`src/sv/assert_macros.svh`:
```
// Assertion macros shared by the split unit's RTL files.
`ifndef ASSERT_MACROS_SVH
`define ASSERT_MACROS_SVH
`ifndef SYNTH
// Property that must hold at every clock edge outside reset.
`define ASSERT_ALWAYS(lbl, c, r, p, msg) \
    lbl: assert property (@(posedge c) disable iff (!(r)) (p)) else $error(msg);
// Condition in one cycle implies a condition in the following cycle.
`define ASSERT_NEXT(lbl, c, r, a, b, msg) \
    lbl: assert property (@(posedge c) disable iff (!(r)) (a) |=> (b)) else $error(msg);
`else
`define ASSERT_ALWAYS(lbl, c, r, p, msg)
`define ASSERT_NEXT(lbl, c, r, a, b, msg)
`endif
`endif

```
`src/sv/ptss_pkg.sv`:
```
// Shared types and constants of the prime two-square split unit.
package ptss_pkg;

    localparam int WORD_W  = 64;
    localparam int HALF_W  = 32;
    localparam int LIMIT_W = 16;
    localparam int Z_W     = LIMIT_W + 1;
    localparam int ADDR_W  = 3;

    localparam logic [LIMIT_W-1:0] LIMIT_RESET   = 16'd256;
    localparam logic [Z_W-1:0]     WITNESS_FIRST = 17'd2;
    localparam logic               REG_WITNESS_LIMIT = 1'b0;

    typedef enum logic [4:0] {
        CMD_NONE,
        CMD_LOAD,
        CMD_ZMOD_START,
        CMD_POW_INIT,
        CMD_MUL_ACC_START,
        CMD_ACC_TAKE,
        CMD_MUL_SQ_START,
        CMD_BASE_TAKE,
        CMD_CHK_START,
        CMD_EUC_INIT,
        CMD_BSQ,
        CMD_EUC_DIV_START,
        CMD_EUC_TAKE,
        CMD_SQRT_START,
        CMD_YSQ,
        CMD_NEXT_Z,
        CMD_OUT_OK,
        CMD_OUT_TWO,
        CMD_OUT_FAIL
    } cmd_t;

    typedef enum logic [4:0] {
        S_IDLE,
        S_CLASSIFY,
        S_ZCHK,
        S_ZMOD_W,
        S_POW,
        S_MACC_W,
        S_SQ_ST,
        S_MSQ_W,
        S_CHK_W,
        S_EUC_SQ,
        S_EUC_TEST,
        S_EDIV_W,
        S_SQRT_W,
        S_PAIR,
        S_OUT_OK,
        S_OUT_TWO,
        S_OUT_FAIL
    } state_t;

    typedef struct packed {
        logic mul_busy;
        logic div_busy;
        logic sqrt_busy;
        logic ex_zero;
        logic ex_odd;
        logic chk_ok;
        logic b_zero;
        logic b_gt;
        logic pair_ok;
        logic z_over;
        logic p_two;
        logic p_zero;
    } dp_status_t;

endpackage

```
`src/sv/ptss_ctrl.sv`:
```
// Controller: sequences witnesses, powering, Euclid steps and the result item.
`include "assert_macros.svh"
module ptss_ctrl
    import ptss_pkg::*;
(
    input  logic       clk,
    input  logic       rst_n,
    input  logic       in_valid,
    output logic       in_ready,
    output logic       out_valid,
    input  logic       out_ready,
    input  dp_status_t sts,
    output cmd_t       cmd
);

    state_t state_reg, state_next;
    logic   out_valid_reg, out_valid_next;
    logic   slot_free;

    assign slot_free = !out_valid_reg || out_ready;
    assign in_ready  = (state_reg == S_IDLE);
    assign out_valid = out_valid_reg;

    // Next state and commands
    always_comb
    begin
        state_next = state_reg;
        cmd        = CMD_NONE;
        unique case (state_reg)
            S_IDLE:
                if (in_valid)
                begin
                    cmd        = CMD_LOAD;
                    state_next = S_CLASSIFY;
                end
            S_CLASSIFY:
                if (sts.p_two)
                    state_next = S_OUT_TWO;
                else if (sts.p_zero)
                    state_next = S_OUT_FAIL;
                else
                    state_next = S_ZCHK;
            S_ZCHK:
                if (sts.z_over)
                    state_next = S_OUT_FAIL;
                else
                begin
                    cmd        = CMD_ZMOD_START;
                    state_next = S_ZMOD_W;
                end
            S_ZMOD_W:
                if (!sts.div_busy)
                begin
                    cmd        = CMD_POW_INIT;
                    state_next = S_POW;
                end
            S_POW:
                if (sts.ex_zero)
                begin
                    cmd        = CMD_CHK_START;
                    state_next = S_CHK_W;
                end
                else if (sts.ex_odd)
                begin
                    cmd        = CMD_MUL_ACC_START;
                    state_next = S_MACC_W;
                end
                else
                begin
                    cmd        = CMD_MUL_SQ_START;
                    state_next = S_MSQ_W;
                end
            S_MACC_W:
                if (!sts.mul_busy)
                begin
                    cmd        = CMD_ACC_TAKE;
                    state_next = S_SQ_ST;
                end
            S_SQ_ST:
            begin
                cmd        = CMD_MUL_SQ_START;
                state_next = S_MSQ_W;
            end
            S_MSQ_W:
                if (!sts.mul_busy)
                begin
                    cmd        = CMD_BASE_TAKE;
                    state_next = S_POW;
                end
            S_CHK_W:
                if (!sts.mul_busy)
                begin
                    if (sts.chk_ok)
                    begin
                        cmd        = CMD_EUC_INIT;
                        state_next = S_EUC_SQ;
                    end
                    else
                    begin
                        cmd        = CMD_NEXT_Z;
                        state_next = S_ZCHK;
                    end
                end
            S_EUC_SQ:
            begin
                cmd        = CMD_BSQ;
                state_next = S_EUC_TEST;
            end
            S_EUC_TEST:
                if (sts.b_zero || !sts.b_gt)
                begin
                    cmd        = CMD_SQRT_START;
                    state_next = S_SQRT_W;
                end
                else
                begin
                    cmd        = CMD_EUC_DIV_START;
                    state_next = S_EDIV_W;
                end
            S_EDIV_W:
                if (!sts.div_busy)
                begin
                    cmd        = CMD_EUC_TAKE;
                    state_next = S_EUC_SQ;
                end
            S_SQRT_W:
                if (!sts.sqrt_busy)
                begin
                    cmd        = CMD_YSQ;
                    state_next = S_PAIR;
                end
            S_PAIR:
                if (sts.pair_ok)
                    state_next = S_OUT_OK;
                else
                begin
                    cmd        = CMD_NEXT_Z;
                    state_next = S_ZCHK;
                end
            S_OUT_OK:
                if (slot_free)
                begin
                    cmd        = CMD_OUT_OK;
                    state_next = S_IDLE;
                end
            S_OUT_TWO:
                if (slot_free)
                begin
                    cmd        = CMD_OUT_TWO;
                    state_next = S_IDLE;
                end
            S_OUT_FAIL:
                if (slot_free)
                begin
                    cmd        = CMD_OUT_FAIL;
                    state_next = S_IDLE;
                end
            default:
                state_next = S_IDLE;
        endcase
    end

    // Raise the result item on loading, drop it once taken
    always_comb
    begin
        out_valid_next = out_valid_reg;
        if (cmd == CMD_OUT_OK || cmd == CMD_OUT_TWO || cmd == CMD_OUT_FAIL)
            out_valid_next = 1'b1;
        else if (out_ready)
            out_valid_next = 1'b0;
    end

    // Hold state and result valid
    always_ff @(posedge clk or negedge rst_n)
    begin
        if (!rst_n)
        begin
            state_reg     <= S_IDLE;
            out_valid_reg <= 1'b0;
        end
        else
        begin
            state_reg     <= state_next;
            out_valid_reg <= out_valid_next;
        end
    end

    `ASSERT_NEXT(a_accept_busy, clk, rst_n, in_valid && in_ready, !in_ready, "accepted item did not start")
    `ASSERT_ALWAYS(a_out_slot, clk, rst_n, !(cmd == CMD_OUT_OK || cmd == CMD_OUT_TWO || cmd == CMD_OUT_FAIL) || slot_free, "result loaded over a waiting item")
    `ASSERT_ALWAYS(a_pow_units_idle, clk, rst_n, (state_reg != S_POW) || (!sts.mul_busy && !sts.div_busy), "powering step while a unit runs")
    `ASSERT_NEXT(a_z_step, clk, rst_n, cmd == CMD_NEXT_Z, state_reg == S_ZCHK, "witness advance without limit check")

endmodule

```
`config.mk`:
```
export PLATFORM = sky130hd
export DESIGN_NAME = ptss_ctrl
export DESIGN_NICKNAME = d
export VERILOG_FILES = /design/src/sv/ptss_pkg.sv /design/src/sv/ptss_ctrl.sv
export VERILOG_INCLUDE_DIRS = /design/src /design/src/sv
export SDC_FILE = /design/constraint.sdc
export NUM_CORES = 1
export LEC_CHECK = 0
export BUFFER_PORTS_ARGS = -buffer_cell sky130_fd_sc_hd__buf_4
export CAP_MARGIN = 0
export CORE_MARGIN = 2
export CORE_UTILIZATION = 40
export DETAILED_ROUTE_END_ITERATION = 16
export GPL_ROUTABILITY_DRIVEN = 0
export GPL_TIMING_DRIVEN = 0
export MAX_ROUTING_LAYER = met4
export SLEW_MARGIN = 0
export SYNTH_ARGS = -nofsm -noshare
export SYNTH_HDL_FRONTEND = slang
export SYNTH_SLANG_ARGS = --single-unit
export TNS_END_PERCENT = 1
```
`constraint.sdc`:
```
create_clock -name clk -period 4.8 [get_ports clk]
set_input_delay 0.72 -clock clk [delete_from_list [all_inputs] [get_ports clk]]
set_output_delay 0.72 -clock clk [all_outputs]
set_load 0.03 [all_outputs]
```
==> impl_table.tex <==
\begin{tabular}{lr}
\hline
Metric & Value \\
\hline
\multicolumn{2}{l}{\textbf{Status}} \\
\quad Run status & finished, final reports clean \\
\multicolumn{2}{l}{\textbf{Place}} \\
\quad Cell Area, Placed & 0.00107 mm² \\
\quad Post-Place Cells & 169 \\
\quad Post-detail-place hpwl & 2.07 mm \\
\quad Number of buffers added on ports & 22 \\
\quad Place WS & 2380 ps \\
\multicolumn{2}{l}{\textbf{Worst setup path}} \\
\quad Required time at the endpoint of the critical path & 4080 ps \\
\quad Endpoint class of the critical path & output port \\
\quad Setup CP Type & flop to output port \\
\quad Maximum fanout encountered on the critical timing path & 8 \\
\quad CP startpoint kind & flop \\
\quad Endpoint arrival time on the critical path & 1920 ps \\
\quad Reg2reg path depth & 4 \\
\multicolumn{2}{l}{\textbf{Synth}} \\
\quad Post-synthesis async set-or-reset flop share & 100\% \\
\quad Top post-synthesis cells by area & dfrtp\_1 (17\%), nor3\_1 (6.3\%), nand2b\_1 (5.0\%), nand3\_1 (4.0\%), or3\_1 (3.6\%) \\
\quad Number of enable flip-flop cells after synthesis & 0 \\
\quad Post-synth net total & between 100 and 150 \\
\quad Post-synth top area cell & dfrtp\_1 \\
\quad Mapped cell area & a little under 900 µm² \\
\quad Number of cells produced by synthesis & 120 \\
\quad Mapped Avg Cell Area & just over 7 µm² \\
\quad Primary flip-flop cell chosen by synthesis mapping & dfrtp\_1 \\
\quad Synth Register Bits & 6 \\
\quad Number of warning messages in the yosys log & 0 \\
\quad Unique masters post-synth & 48 \\
\quad Most numerous cell in the Yosys netlist & nor3\_1 \\
\quad List of most frequent post-synthesis cells & nor3\_1 (11), nand2\_1 (7), nand2b\_1 (7), nand3\_1 (7) \\
\quad Area share of the largest cell type after synthesis & around 17\% \\
\quad Register area share after synthesis & 17.2\% \\
\multicolumn{2}{l}{\textbf{GRT}} \\
\quad Number of global-route vias before repair & 994 \\
\quad Overall track demand over capacity in global routing & 24.2\% \\
\quad Antenna violations before repair & 0 \\
\quad Largest net degree at the start of global routing & 11 \\
\quad Global route overflow & 0 \\
\quad Wire length of the first global-routing pass & 4.57 mm \\
\multicolumn{2}{l}{\textbf{Run}} \\
\quad Max-cap violation count & 0 \\
\multicolumn{2}{l}{\textbf{Floorplan}} \\
\quad Area of the die & 0.00257 mm² \\
\quad Effective utilization at floorplan & between 40\% and 50\% \\
\quad Core footprint & 0.00200 mm² \\
\quad Total I/O pin count & 23 \\
\quad Number of placement rows & 16 \\
\quad Die Wd & between 50 and 60 µm \\
\quad Chip height & about 51 µm \\
\multicolumn{2}{l}{\textbf{Routing}} \\
\quad Vias per Instance & between 6 and 7 \\
\quad Drt total wl & roughly 2.7 mm \\
\quad Post-detailed-route DRC marker count & 0 \\
\quad Routed length per placed instance & 16.0 µm \\
\quad Number of antenna-violating nets in the routed design & 0 \\
\quad Total iterations of the first detailed-routing run & 4 \\
\quad Iteration-0 DRC count of the detailed router & 53 \\
\quad Number of vias after detailed routing & about 1100 \\
\multicolumn{2}{l}{\textbf{Clocking}} \\
\quad CTS tree & built \\
\quad Number of buffers on the longest clock path & 2 \\
\quad Number of buffers created by CTS & 3 \\
\quad H-tree Lvls & 1 \\
\quad Clk Latency, worst-skew pair & 240 ps \\
\quad Clock tree sinks & 6 \\
\quad Clock root buffer master & clkbuf\_4 \\
\quad Number of buffers added for setup after CTS & 0 \\
\quad Count of cells resized by post-cts repair & 0 \\
\quad Quantity of hold-fixing buffers added after cts & 0 \\
\quad Worst-path clk slew & 40 ps \\
\multicolumn{2}{l}{\textbf{Power}} \\
\quad Maximum VDD drop & 0.289 mV \\
\quad Leakage power total & just over 0.5 nW \\
\quad Total power density per cell area & 625 mW/mm² \\
\multicolumn{2}{l}{\textbf{Hold path}} \\
\quad Path class of the lowest-slack min-delay path & input port to asynchronous set/reset pin \\
\multicolumn{2}{l}{\textbf{Final layout}} \\
\quad Non-Filler Cell Area, Final & 0.00109 mm² \\
\quad Post-route non-filler standard cell count & 172 \\
\quad Area growth, synth to finish & 25.4\% \\
\quad Final-layout fill cell count & 206 \\
\quad Sequential cell area & 150 µm² \\
\quad \# nets final & 163 \\
\quad Fraction of final layout cells with drive strength greater than 1 & 26.9\% \\
\quad Antenna Diode Count & 0 \\
\quad Max reg flops & 5 \\
\quad Footprint of the multi-input gates & between 600 and 700 µm² \\
\multicolumn{2}{l}{\textbf{Timing}} \\
\quad Hold violation total from the final report & 0 \\
\quad RSZ-0062 raised after global routing & false \\
\quad Number of endpoints failing setup at the final stage & 0 \\
\quad Tmin final & 2640 ps \\
\quad Relative max-transition margin & $\sim$70\% \\
\quad Final critical-path setup slack & 2160 ps \\
\quad Final cycle utilization of the critical path & a little over half \\
\quad Final setup TNS & 0 ps \\
\quad Setup skew after layout & 0.178 ps \\
\quad Final slew viol count & 0 \\
\quad Transition at the pin with the smallest max-transition slack & 432 ps \\
\quad Fmax & roughly 0.38 GHz \\
\hline
\end{tabular}
stage by stage:
stage | utilization, % | hold WS, ps | power, mW
6_report | 54.6 | 274 | 0.682
5_1_grt | 54.6 | 255 | 0.740
4_1_cts | 54.6 | 268 | 0.678
3_5_place_dp | 53.4 | 529 | 0.627
3_3_place_gp | 53.4 | 527 | 0.632
2_1_floorplan | - | 424 | 0.478
worst paths after layout:
check / from / to / slack, ps
min: rst_n / state_reg[3] / 270
min in group clk: out_valid / out_valid / 750
max reg2reg: state_reg[4] / state_reg[1] / 3030
max in group asynchronous: rst_n / state_reg[4] / 4420
min reg2reg: out_valid / out_valid / 750
max: state_reg[4] / cmd[1] / 2160
where the power goes:
group	total (mW)	leakage (nW)	switching, mW	internal, mW
combinational	0.545	0.422	0.325	0.220
sequential	0.0913	0.0787	0.0200	0.0712
clock	0.0462	0.0138	0.0179	0.0283
total	0.682	0.514	0.363	0.320
critical path: stages, from the launching register on:
cell and delay [ps]:
dfrtp_1 460, or4b_1 560, a211o_1 250, o21a_1 140
nand4_1 100, buf_4 160
kinds of logic (layout without fill, tap and decap cells):
kind of cell	after synthesis	count (layout)	share of synthesized area (%)
AOI/OAI and AO/OA	34	34	28.7
and+or+nand+nor	62	62	40.9
buffers and inverters	17	42	11.9
DFF	6	6	17.2
muxes	1	1	1.15
metal layers:
metal | wire length [µm] | part of all wire (%) | track usage [%]
met1 | 1200 | 44 | 32.7
met2 | 1280 | 47 | 36.4
met3 | 270 | 9.8 | 6.25
met4 | 0 | 0 | 4.95
met5 | 0 | 0 | -
area by class of cell:
class | count | area share (%)
multi-input cells | 97 | 56.5
repair buffers | 22 | 15.1
flip-flops and latches | 6 | 13.7
plain buffers | 9 | 6.76
well taps | 27 | 3.09
inverters | 8 | 2.75
clock buffers | 3 | 2.06
layout by cell type, fill, tap and decap left out, types with 2 or more instances in the layout:
cell       netlist  final
a22oi_1          2      2
and3_1           2      2
nor3_1          11     11
or3_1            5      5
o21ai_0          6      6
a21oi_1          4      4
inv_1            6      6
nand3_1          7      7
nor2b_1          4      4
inv_2            2      2
a22o_1           2      2
buf_6            2      2
a21o_1           2      2
a2111oi_0        2      2
nor4_1           2      2
nand4_1          3      3
nand2b_1         7      7
a211oi_1         2      2
buf_4            4     26
nand2_1          7      7
clkbuf_4         0      3
dfrtp_1          6      6
nor2_1           6      6
(Power assumes the default switching activity.)
